$ cat config.mk
export PLATFORM = sky130hd
export DESIGN_NAME = pcrc_front_flat
export DESIGN_NICKNAME = d
export VERILOG_FILES = /design/src/pcrc_pkg.sv /design/src/pcrc_req_if.sv /design/src/pcrc_front.sv /design/src/flat_wrapper.sv
export VERILOG_INCLUDE_DIRS = /design/src /design/src/src
export SDC_FILE = /design/constraint.sdc
export NUM_CORES = 1
export LEC_CHECK = 0
export ABC_CLOCK_PERIOD_IN_PS = 7400
export BUFFER_PORTS_ARGS = -buffer_cell sky130_fd_sc_hd__buf_2
export CAP_MARGIN = 30
export CORE_MARGIN = 2
export CORE_UTILIZATION = 39
export DETAILED_ROUTE_END_ITERATION = 7
export SLEW_MARGIN = 25
export SYNTH_ARGS = -nofsm -noshare
export SYNTH_HDL_FRONTEND = slang
export SYNTH_SLANG_ARGS = --single-unit
$ cat constraint.sdc
create_clock -name clock -period 7.4 [get_ports clock]
set_input_delay 1.48 -clock clock [delete_from_list [all_inputs] [get_ports clock]]
set_output_delay 1.48 -clock clock [all_outputs]
set_load 0.005 [all_outputs]
$ cat src/assert_macros.svh
// Assertion macros shared by the packet CRC-32 checker modules.
`ifndef ASSERT_MACROS_SVH
`define ASSERT_MACROS_SVH

// Same-cycle implication, disabled while reset is high.
`define PCRC_ASSERT_IMP(label, clk, rst, ante, cons) \
   label: assert property (@(posedge clk) disable iff (rst) (ante) |-> (cons)) \
      else $error("assertion failed");

// Next-cycle implication, disabled while reset is high.
`define PCRC_ASSERT_NXT(label, clk, rst, ante, cons) \
   label: assert property (@(posedge clk) disable iff (rst) (ante) |=> (cons)) \
      else $error("assertion failed");

`endif

$ cat src/pcrc_pkg.sv
// Types, constants and the CRC table function of the packet CRC-32 checker.
`timescale 1ns / 1ps

package pcrc_pkg;

   localparam logic [31:0] CRC_POLY  = 32'hEDB88320;
   localparam logic [31:0] CRC_XMASK = 32'hFF000000;

   localparam int          COUNT_W   = 17;
   localparam logic [16:0] COUNT_MAX = 17'h1FFFF;

   localparam int HDR_W = 7;
   localparam int OFS_W = 6;
   localparam int CSR_INDEX_W = 2;
   localparam int CSR_DATA_W  = 7;

   localparam logic [CSR_INDEX_W-1:0] REG_HEADER_SIZE     = 2'd0;
   localparam logic [CSR_INDEX_W-1:0] REG_LENGTH_OFFSET   = 2'd1;
   localparam logic [CSR_INDEX_W-1:0] REG_CHECKSUM_OFFSET = 2'd2;

   localparam logic [HDR_W-1:0] HEADER_SIZE_RESET     = 7'd16;
   localparam logic [OFS_W-1:0] LENGTH_OFFSET_RESET   = 6'd4;
   localparam logic [OFS_W-1:0] CHECKSUM_OFFSET_RESET = 6'd8;

   localparam logic [1:0] ERR_NONE     = 2'd0;
   localparam logic [1:0] ERR_LENGTH   = 2'd1;
   localparam logic [1:0] ERR_CHECKSUM = 2'd2;

   localparam int QUEUE_DEPTH = 4;
   localparam int QPTR_W      = $clog2(QUEUE_DEPTH);
   localparam int QCNT_W      = $clog2(QUEUE_DEPTH + 1);

   // One classified byte on its way from the front part to the CRC engine.
   typedef struct packed {
      logic [7:0]  fed_byte;
      logic        last_byte;
      logic        length_error;
      logic [31:0] checksum;
   } pcrc_entry_type;

   function automatic logic [31:0] crc_entry(input logic [7:0] idx);
      logic [31:0] v;
      v = {24'd0, idx};
      for (int k = 0; k < 8; k++) begin
         v = (v[0] ? 32'd0 : CRC_POLY) ^ (v >> 1);
      end
      return v ^ CRC_XMASK;
   endfunction

endpackage

$ cat src/pcrc_req_if.sv
// Byte input channel of the packet CRC-32 checker.
`timescale 1ns / 1ps

interface pcrc_req_if;
   logic       valid;
   logic       ready;
   logic [7:0] data_byte;
   logic       last_byte;

   modport source (output valid, output data_byte, output last_byte, input ready);
   modport sink (input valid, input data_byte, input last_byte, output ready);
endinterface

$ cat src/pcrc_front.sv
// Front part: configuration registers, byte counting, field capture and length check.
`timescale 1ns / 1ps
`include "assert_macros.svh"

module pcrc_front
   import pcrc_pkg::*;
(
   input  logic                   clock,
   input  logic                   reset,
   input  logic                   csr_write_enable,
   input  logic [CSR_INDEX_W-1:0] csr_index,
   input  logic [CSR_DATA_W-1:0]  csr_write_data,
   pcrc_req_if.sink               req_if,
   output logic                   push_valid,
   input  logic                   push_ready,
   output pcrc_entry_type         push_entry
);

   logic [HDR_W-1:0]   header_size_ff;
   logic [OFS_W-1:0]   length_offset_ff;
   logic [OFS_W-1:0]   checksum_offset_ff;
   logic [COUNT_W-1:0] count_ff, count_in;
   logic [15:0]        length_ff, length_in;
   logic [31:0]        checksum_ff, checksum_in;
   logic [COUNT_W-1:0] length_pos;
   logic [COUNT_W-1:0] checksum_pos;
   logic               in_length;
   logic               in_checksum;
   logic [15:0]        diff;
   logic               accept;

   assign accept        = req_if.valid && push_ready;
   assign req_if.ready  = push_ready;
   assign push_valid    = req_if.valid;

   always_comb begin
      length_pos   = count_ff - {{(COUNT_W-OFS_W){1'b0}}, length_offset_ff};
      checksum_pos = count_ff - {{(COUNT_W-OFS_W){1'b0}}, checksum_offset_ff};
      in_length    = (count_ff >= {{(COUNT_W-OFS_W){1'b0}}, length_offset_ff}) &&
                     (length_pos < 17'd2);
      in_checksum  = (count_ff >= {{(COUNT_W-OFS_W){1'b0}}, checksum_offset_ff}) &&
                     (checksum_pos < 17'd4);

      length_in = length_ff;
      if (in_length) begin
         if (length_pos[0]) begin
            length_in = {req_if.data_byte, length_ff[7:0]};
         end else begin
            length_in = {length_ff[15:8], req_if.data_byte};
         end
      end

      checksum_in = checksum_ff;
      if (in_checksum) begin
         unique case (checksum_pos[1:0])
            2'd0: checksum_in = {checksum_ff[31:8], req_if.data_byte};
            2'd1: checksum_in = {checksum_ff[31:16], req_if.data_byte, checksum_ff[7:0]};
            2'd2: checksum_in = {checksum_ff[31:24], req_if.data_byte, checksum_ff[15:0]};
            default: checksum_in = {req_if.data_byte, checksum_ff[23:0]};
         endcase
      end

      count_in = (count_ff == COUNT_MAX) ? count_ff : count_ff + 17'd1;
      diff     = count_in[15:0] - {{(16-HDR_W){1'b0}}, header_size_ff};

      push_entry.fed_byte     = in_checksum ? 8'd0 : req_if.data_byte;
      push_entry.last_byte    = req_if.last_byte;
      push_entry.length_error = (diff != length_in);
      push_entry.checksum     = checksum_in;
   end

   always_ff @(posedge clock) begin
      if (reset) begin
         header_size_ff     <= HEADER_SIZE_RESET;
         length_offset_ff   <= LENGTH_OFFSET_RESET;
         checksum_offset_ff <= CHECKSUM_OFFSET_RESET;
      end else if (csr_write_enable) begin
         unique case (csr_index)
            REG_HEADER_SIZE:     header_size_ff     <= csr_write_data[HDR_W-1:0];
            REG_LENGTH_OFFSET:   length_offset_ff   <= csr_write_data[OFS_W-1:0];
            REG_CHECKSUM_OFFSET: checksum_offset_ff <= csr_write_data[OFS_W-1:0];
            default: ;
         endcase
      end
   end

   always_ff @(posedge clock) begin
      if (reset) begin
         count_ff    <= '0;
         length_ff   <= '0;
         checksum_ff <= '0;
      end else if (accept) begin
         if (req_if.last_byte) begin
            count_ff    <= '0;
            length_ff   <= '0;
            checksum_ff <= '0;
         end else begin
            count_ff    <= count_in;
            length_ff   <= length_in;
            checksum_ff <= checksum_in;
         end
      end
   end

   `PCRC_ASSERT_NXT(a_front_clear_after_last, clock, reset, accept && req_if.last_byte, count_ff == '0 && length_ff == '0)

endmodule

$ cat src/flat_wrapper.sv
// flat-port wrapper written by rule: the top's interface ports become plain ports
module pcrc_front_flat import pcrc_pkg::*;
  (clock, reset, csr_write_enable, csr_index, csr_write_data, push_valid, push_ready, push_entry, req_if_valid, req_if_data_byte, req_if_last_byte, req_if_ready);
  pcrc_req_if req_if_i ();
  input  logic clock;
  input  logic reset;
  input  logic csr_write_enable;
  input  logic [CSR_INDEX_W-1:0] csr_index;
  input  logic [CSR_DATA_W-1:0] csr_write_data;
  output logic push_valid;
  input  logic push_ready;
  output pcrc_entry_type push_entry;
  input wire logic [$bits(req_if_i.valid)-1:0] req_if_valid;
  input wire logic [$bits(req_if_i.data_byte)-1:0] req_if_data_byte;
  input wire logic [$bits(req_if_i.last_byte)-1:0] req_if_last_byte;
  output wire logic [$bits(req_if_i.ready)-1:0] req_if_ready;
  assign req_if_i.valid = req_if_valid;
  assign req_if_i.data_byte = req_if_data_byte;
  assign req_if_i.last_byte = req_if_last_byte;
  assign req_if_ready = req_if_i.ready;
  pcrc_front u_core (.clock(clock), .reset(reset), .csr_write_enable(csr_write_enable), .csr_index(csr_index), .csr_write_data(csr_write_data), .req_if(req_if_i), .push_valid(push_valid), .push_ready(push_ready), .push_entry(push_entry));
endmodule
==> results_dict.tcl <==
set metrics [dict create \
    cts_setup_buffers 0 \
    holdCritPathClass "flip-flop to flip-flop" \
    grt_pass1_vias 4931 \
    hold_viol 0 \
    clock.fmax_mhz 147 \
    cp.required_ns 5.92 \
    syn-num-nets 789 \
    seqPwrFrac_pct 46.8 \
    grt_overflow 0 \
    synth_adder_area_share_pct 5.20 \
    synthesis.area_um2 6210 \
    status "finished, final reports clean" \
    critical_path_class "flip-flop to output pin" \
    track_usage_pct 20.1 \
    final_common_cell "dfxtp_1" \
    cts_resized 0 \
    period_share_pct 92.0 \
    timing.rr.end "u_core.checksum_ff[17]$_SDFFE_PP0P_" \
    vias 5420 \
    critPathCaptureType "output pin" \
    max-slew-margin-rel_pct 38.9 \
    final_cell_mix "82 x dfxtp_1, 73 x nor2_1, 65 x buf_2" \
    initial_core_util_pct 39.5 \
    grt_pass1_wl_um 26500 \
    syn_area_per_cell_um2 8.37 \
    viasPerCell 5.41 \
    synth_top_area_share_pct 27.1 \
    cts.htree.levels 3 \
    synthXorXnorAreaFrac_pct 6.63 \
    path_clk_slew_ns 0.06 \
    preCtsSetupSlack_ns 0.811 \
    synthesis.instances 742 \
    insertion_delay_ns 0.35 \
    power_density_nw_per_um2 141 \
    ys_async_sr_fraction_pct 0 \
    die_x_um 130 \
    synth_top_family_by_area "simple AND/OR/NAND/NOR gates" \
    leakage_nw 3.06 \
    total_power_w 0.000979 \
    seq_area_frac_synth_pct 27.1 \
    core_um2 15700 \
    cp_max_fo 10 \
    setup_slack_ns 0.594 \
    r2r_cells 13 \
    p_switching_w 0.000259 \
    holdPathStages 2 \
    die_y_um 130 \
    crit_chain "nand4_1, nor3_1, nand3_1, nor2_1, ha_1, xor2_1, ha_1, inv_1, fa_1, a21oi_1, o22ai_1, o221ai_1, nand4b_1, nor3_1, a21oi_1, xnor2_1, xnor2_1, nor4_1, or4b_1, buf_2" \
    setup_tns_ns 0 \
    clock_path_buffers 2 \
    dieArea_um2 16900 \
    clockPowerShare_pct 42.1 \
    ys.flop_type "dfxtp_1" \
    drtIter0Drc 389 \
    synth.distinct_cells 67 \
    endpoint "push_entry[32]" \
    hpwl_um 11900 \
    firstDrtPassIters 5 \
    syn_to_final_growth_pct 11.5 \
    synth_compound_area_share_pct 11.9 \
    arrival_ns 5.33 \
    clock-sinks 84 \
    synth.mux.area_fraction_pct 15.7 \
    worst_slew_pin_slew_ns 0.914 \
    critPathSlowestCell "dfxtp_1" \
    power_frac_comb_pct 11.1 \
    synthTopCellsByArea "dfxtp_1 27%, mux2i_1 9.7%, nor3b_1 5.0%" \
    wl_um 16900 \
    critPathLaunch "u_core.count_ff[9]$_SDFFE_PP0P_" \
    synth_seq_cells 84 \
    nets 828 \
    ir_worst_vdd_mv 0.115 \
    drv_cap 0 \
    numCtsBuffers 9 \
    p_sw_share_pct 26.4 \
    layout_min_cycle_time_ns 6.81 \
    synth_edf_count 0 \
    drtAntennaViolNets 0 \
    layout-drive-gt1-share_pct 16.7 \
    yosys_warnings 0 \
    critPathMaxStageDelay_ns 0.54 \
    routedWlPerCell_um 16.9 \
    post-route-drc-count 0 \
    rsz0062_at_grt "false" \
    cts_tree "built" \
    ctsHoldBuffers 0 \
    root_buffer "clkbuf_16" \
    critical_path.startpoint_type "flip-flop" \
    synth_top_area_cell "dfxtp_1" \
    skew_ns 0.00693 \
    p_int_w 0.000721 \
    rrSetupSlack_ns 3.43 \
    synth_simple_gate_area_share_pct 28.0 \
    grt_max_degree 95 \
    antenna_found_initial 0 \
    io_buffers 66 \
    rr_startpoint "u_core.count_ff[0]$_SDFFE_PP0P_" \
    io-pin-count 67 \
    finalSetupViolations 0 \
    gp_congestion 0.904 \
    drv_slew 0 \
    diodes 0 \
    fp-row-count 46 \
]
## metal layers
layer	global-route usage [%]	vias up	share of wire [%]
met1	27.7	2568	48
met4	4.93	0	0.98
met3	2.95	15	4.3
met5	0	-	0
li1	-	2717	-
met2	33.0	120	47
## sequential cells by signal, indices dropped and copies added (netlist names)
register                   flops
u_core.checksum_ff            32
u_core.count_ff               17
u_core.length_ff              16
u_core.header_size_ff          7
u_core.checksum_offset_ff      6
u_core.length_offset_ff        6
## worst max-delay path: cells and delay by family (launching register included)
family	cells	cell delay (ns)
simple gates	8	2.03
fa+ha+maj	3	0.92
compound gates	4	0.73
flops	1	0.54
xor+xnor	3	0.52
buf+inv	2	0.22
## how the worst min path moves through the flow
stage                                                to  slack [ns]                                start
floorplan           u_core.checksum_ff[10]$_SDFFE_PP0P_        0.45  u_core.checksum_ff[10]$_SDFFE_PP0P_
finish               u_core.checksum_ff[4]$_SDFFE_PP0P_        0.48   u_core.checksum_ff[4]$_SDFFE_PP0P_
global placement    u_core.checksum_ff[11]$_SDFFE_PP0P_        0.46  u_core.checksum_ff[11]$_SDFFE_PP0P_
detailed placement   u_core.checksum_ff[4]$_SDFFE_PP0P_        0.47   u_core.checksum_ff[4]$_SDFFE_PP0P_
CTS                  u_core.checksum_ff[4]$_SDFFE_PP0P_        0.48   u_core.checksum_ff[4]$_SDFFE_PP0P_
global route        u_core.checksum_ff[25]$_SDFFE_PP0P_        0.50  u_core.checksum_ff[25]$_SDFFE_PP0P_
## kinds of logic (layout without fill, tap and decap cells)
group | count (synthesis) | after routing
compound gates | 107 | 107
xor+xnor | 47 | 47
fa+ha+maj | 24 | 24
buf+inv | 79 | 122
flops | 84 | 84
mux | 93 | 93
simple gates | 308 | 308
## metrics by stage
step                      hold slack [ns]  std cells  instance area (um2)  utilization, %
after global placement              0.463        986                 6660            42.4
after floorplan                     0.451        742                 6210               -
final                               0.482       1001                 6920            44.1
after global routing                0.496       1001                 6920            44.1
after CTS                           0.482       1001                 6920            44.1
after detailed placement            0.472        986                 6660            42.4
## power groups by stage
| stage | clock [W] | sequential, W | combinational [W] |
|---|---|---|---|
| 2_1_floorplan | 0 | 0.000468 | 0.0000736 |
| 3_3_place_gp | 0 | 0.000468 | 0.000108 |
| 3_5_place_dp | 0 | 0.000468 | 0.000109 |
| 4_1_cts | 0.000421 | 0.000458 | 0.000109 |
| 5_1_grt | 0.000436 | 0.000458 | 0.000121 |
| 6_report | 0.000412 | 0.000458 | 0.000109 |
## synth_stat cells, types with 2 or more instances
master / instances
a21o_1: 4
or2_2: 3
inv_1: 32
mux2i_1: 60
nor4_2: 2
o21ai_0: 15
o211ai_1: 6
nor3_1: 9
nand3b_1: 36
nand2b_1: 5
nor3_2: 3
nor2_1: 73
and3_1: 2
xnor2_1: 31
a21oi_1: 24
or3_1: 5
nor2b_1: 17
o21ai_1: 2
nor4_1: 6
nand2_1: 50
xor2_1: 16
mux2_1: 6
clkbuf_1: 31
dfxtp_1: 84
a31oi_1: 5
nand4_1: 12
nor3b_1: 41
and2_1: 11
buf_4: 3
nand4b_1: 2
mux2_2: 27
ha_1: 21
fa_1: 3
a211oi_1: 3
buf_2: 9
nor4b_1: 2
nand3_1: 20
or2_1: 3
o21a_1: 3
o2111ai_1: 2
a22oi_1: 25
buf_6: 3
## area by class of cell
cell class,instances,area [um2]
Fill cell,1566,8790
Multi-Input combinational cell,579,4190
Sequential cell,84,1680
Timing Repair Buffer,75,400
Tap cell,216,270
Clock buffer,11,233
Inverter,32,120
Clock inverter,4,27.5
(Power assumes the default switching activity.)
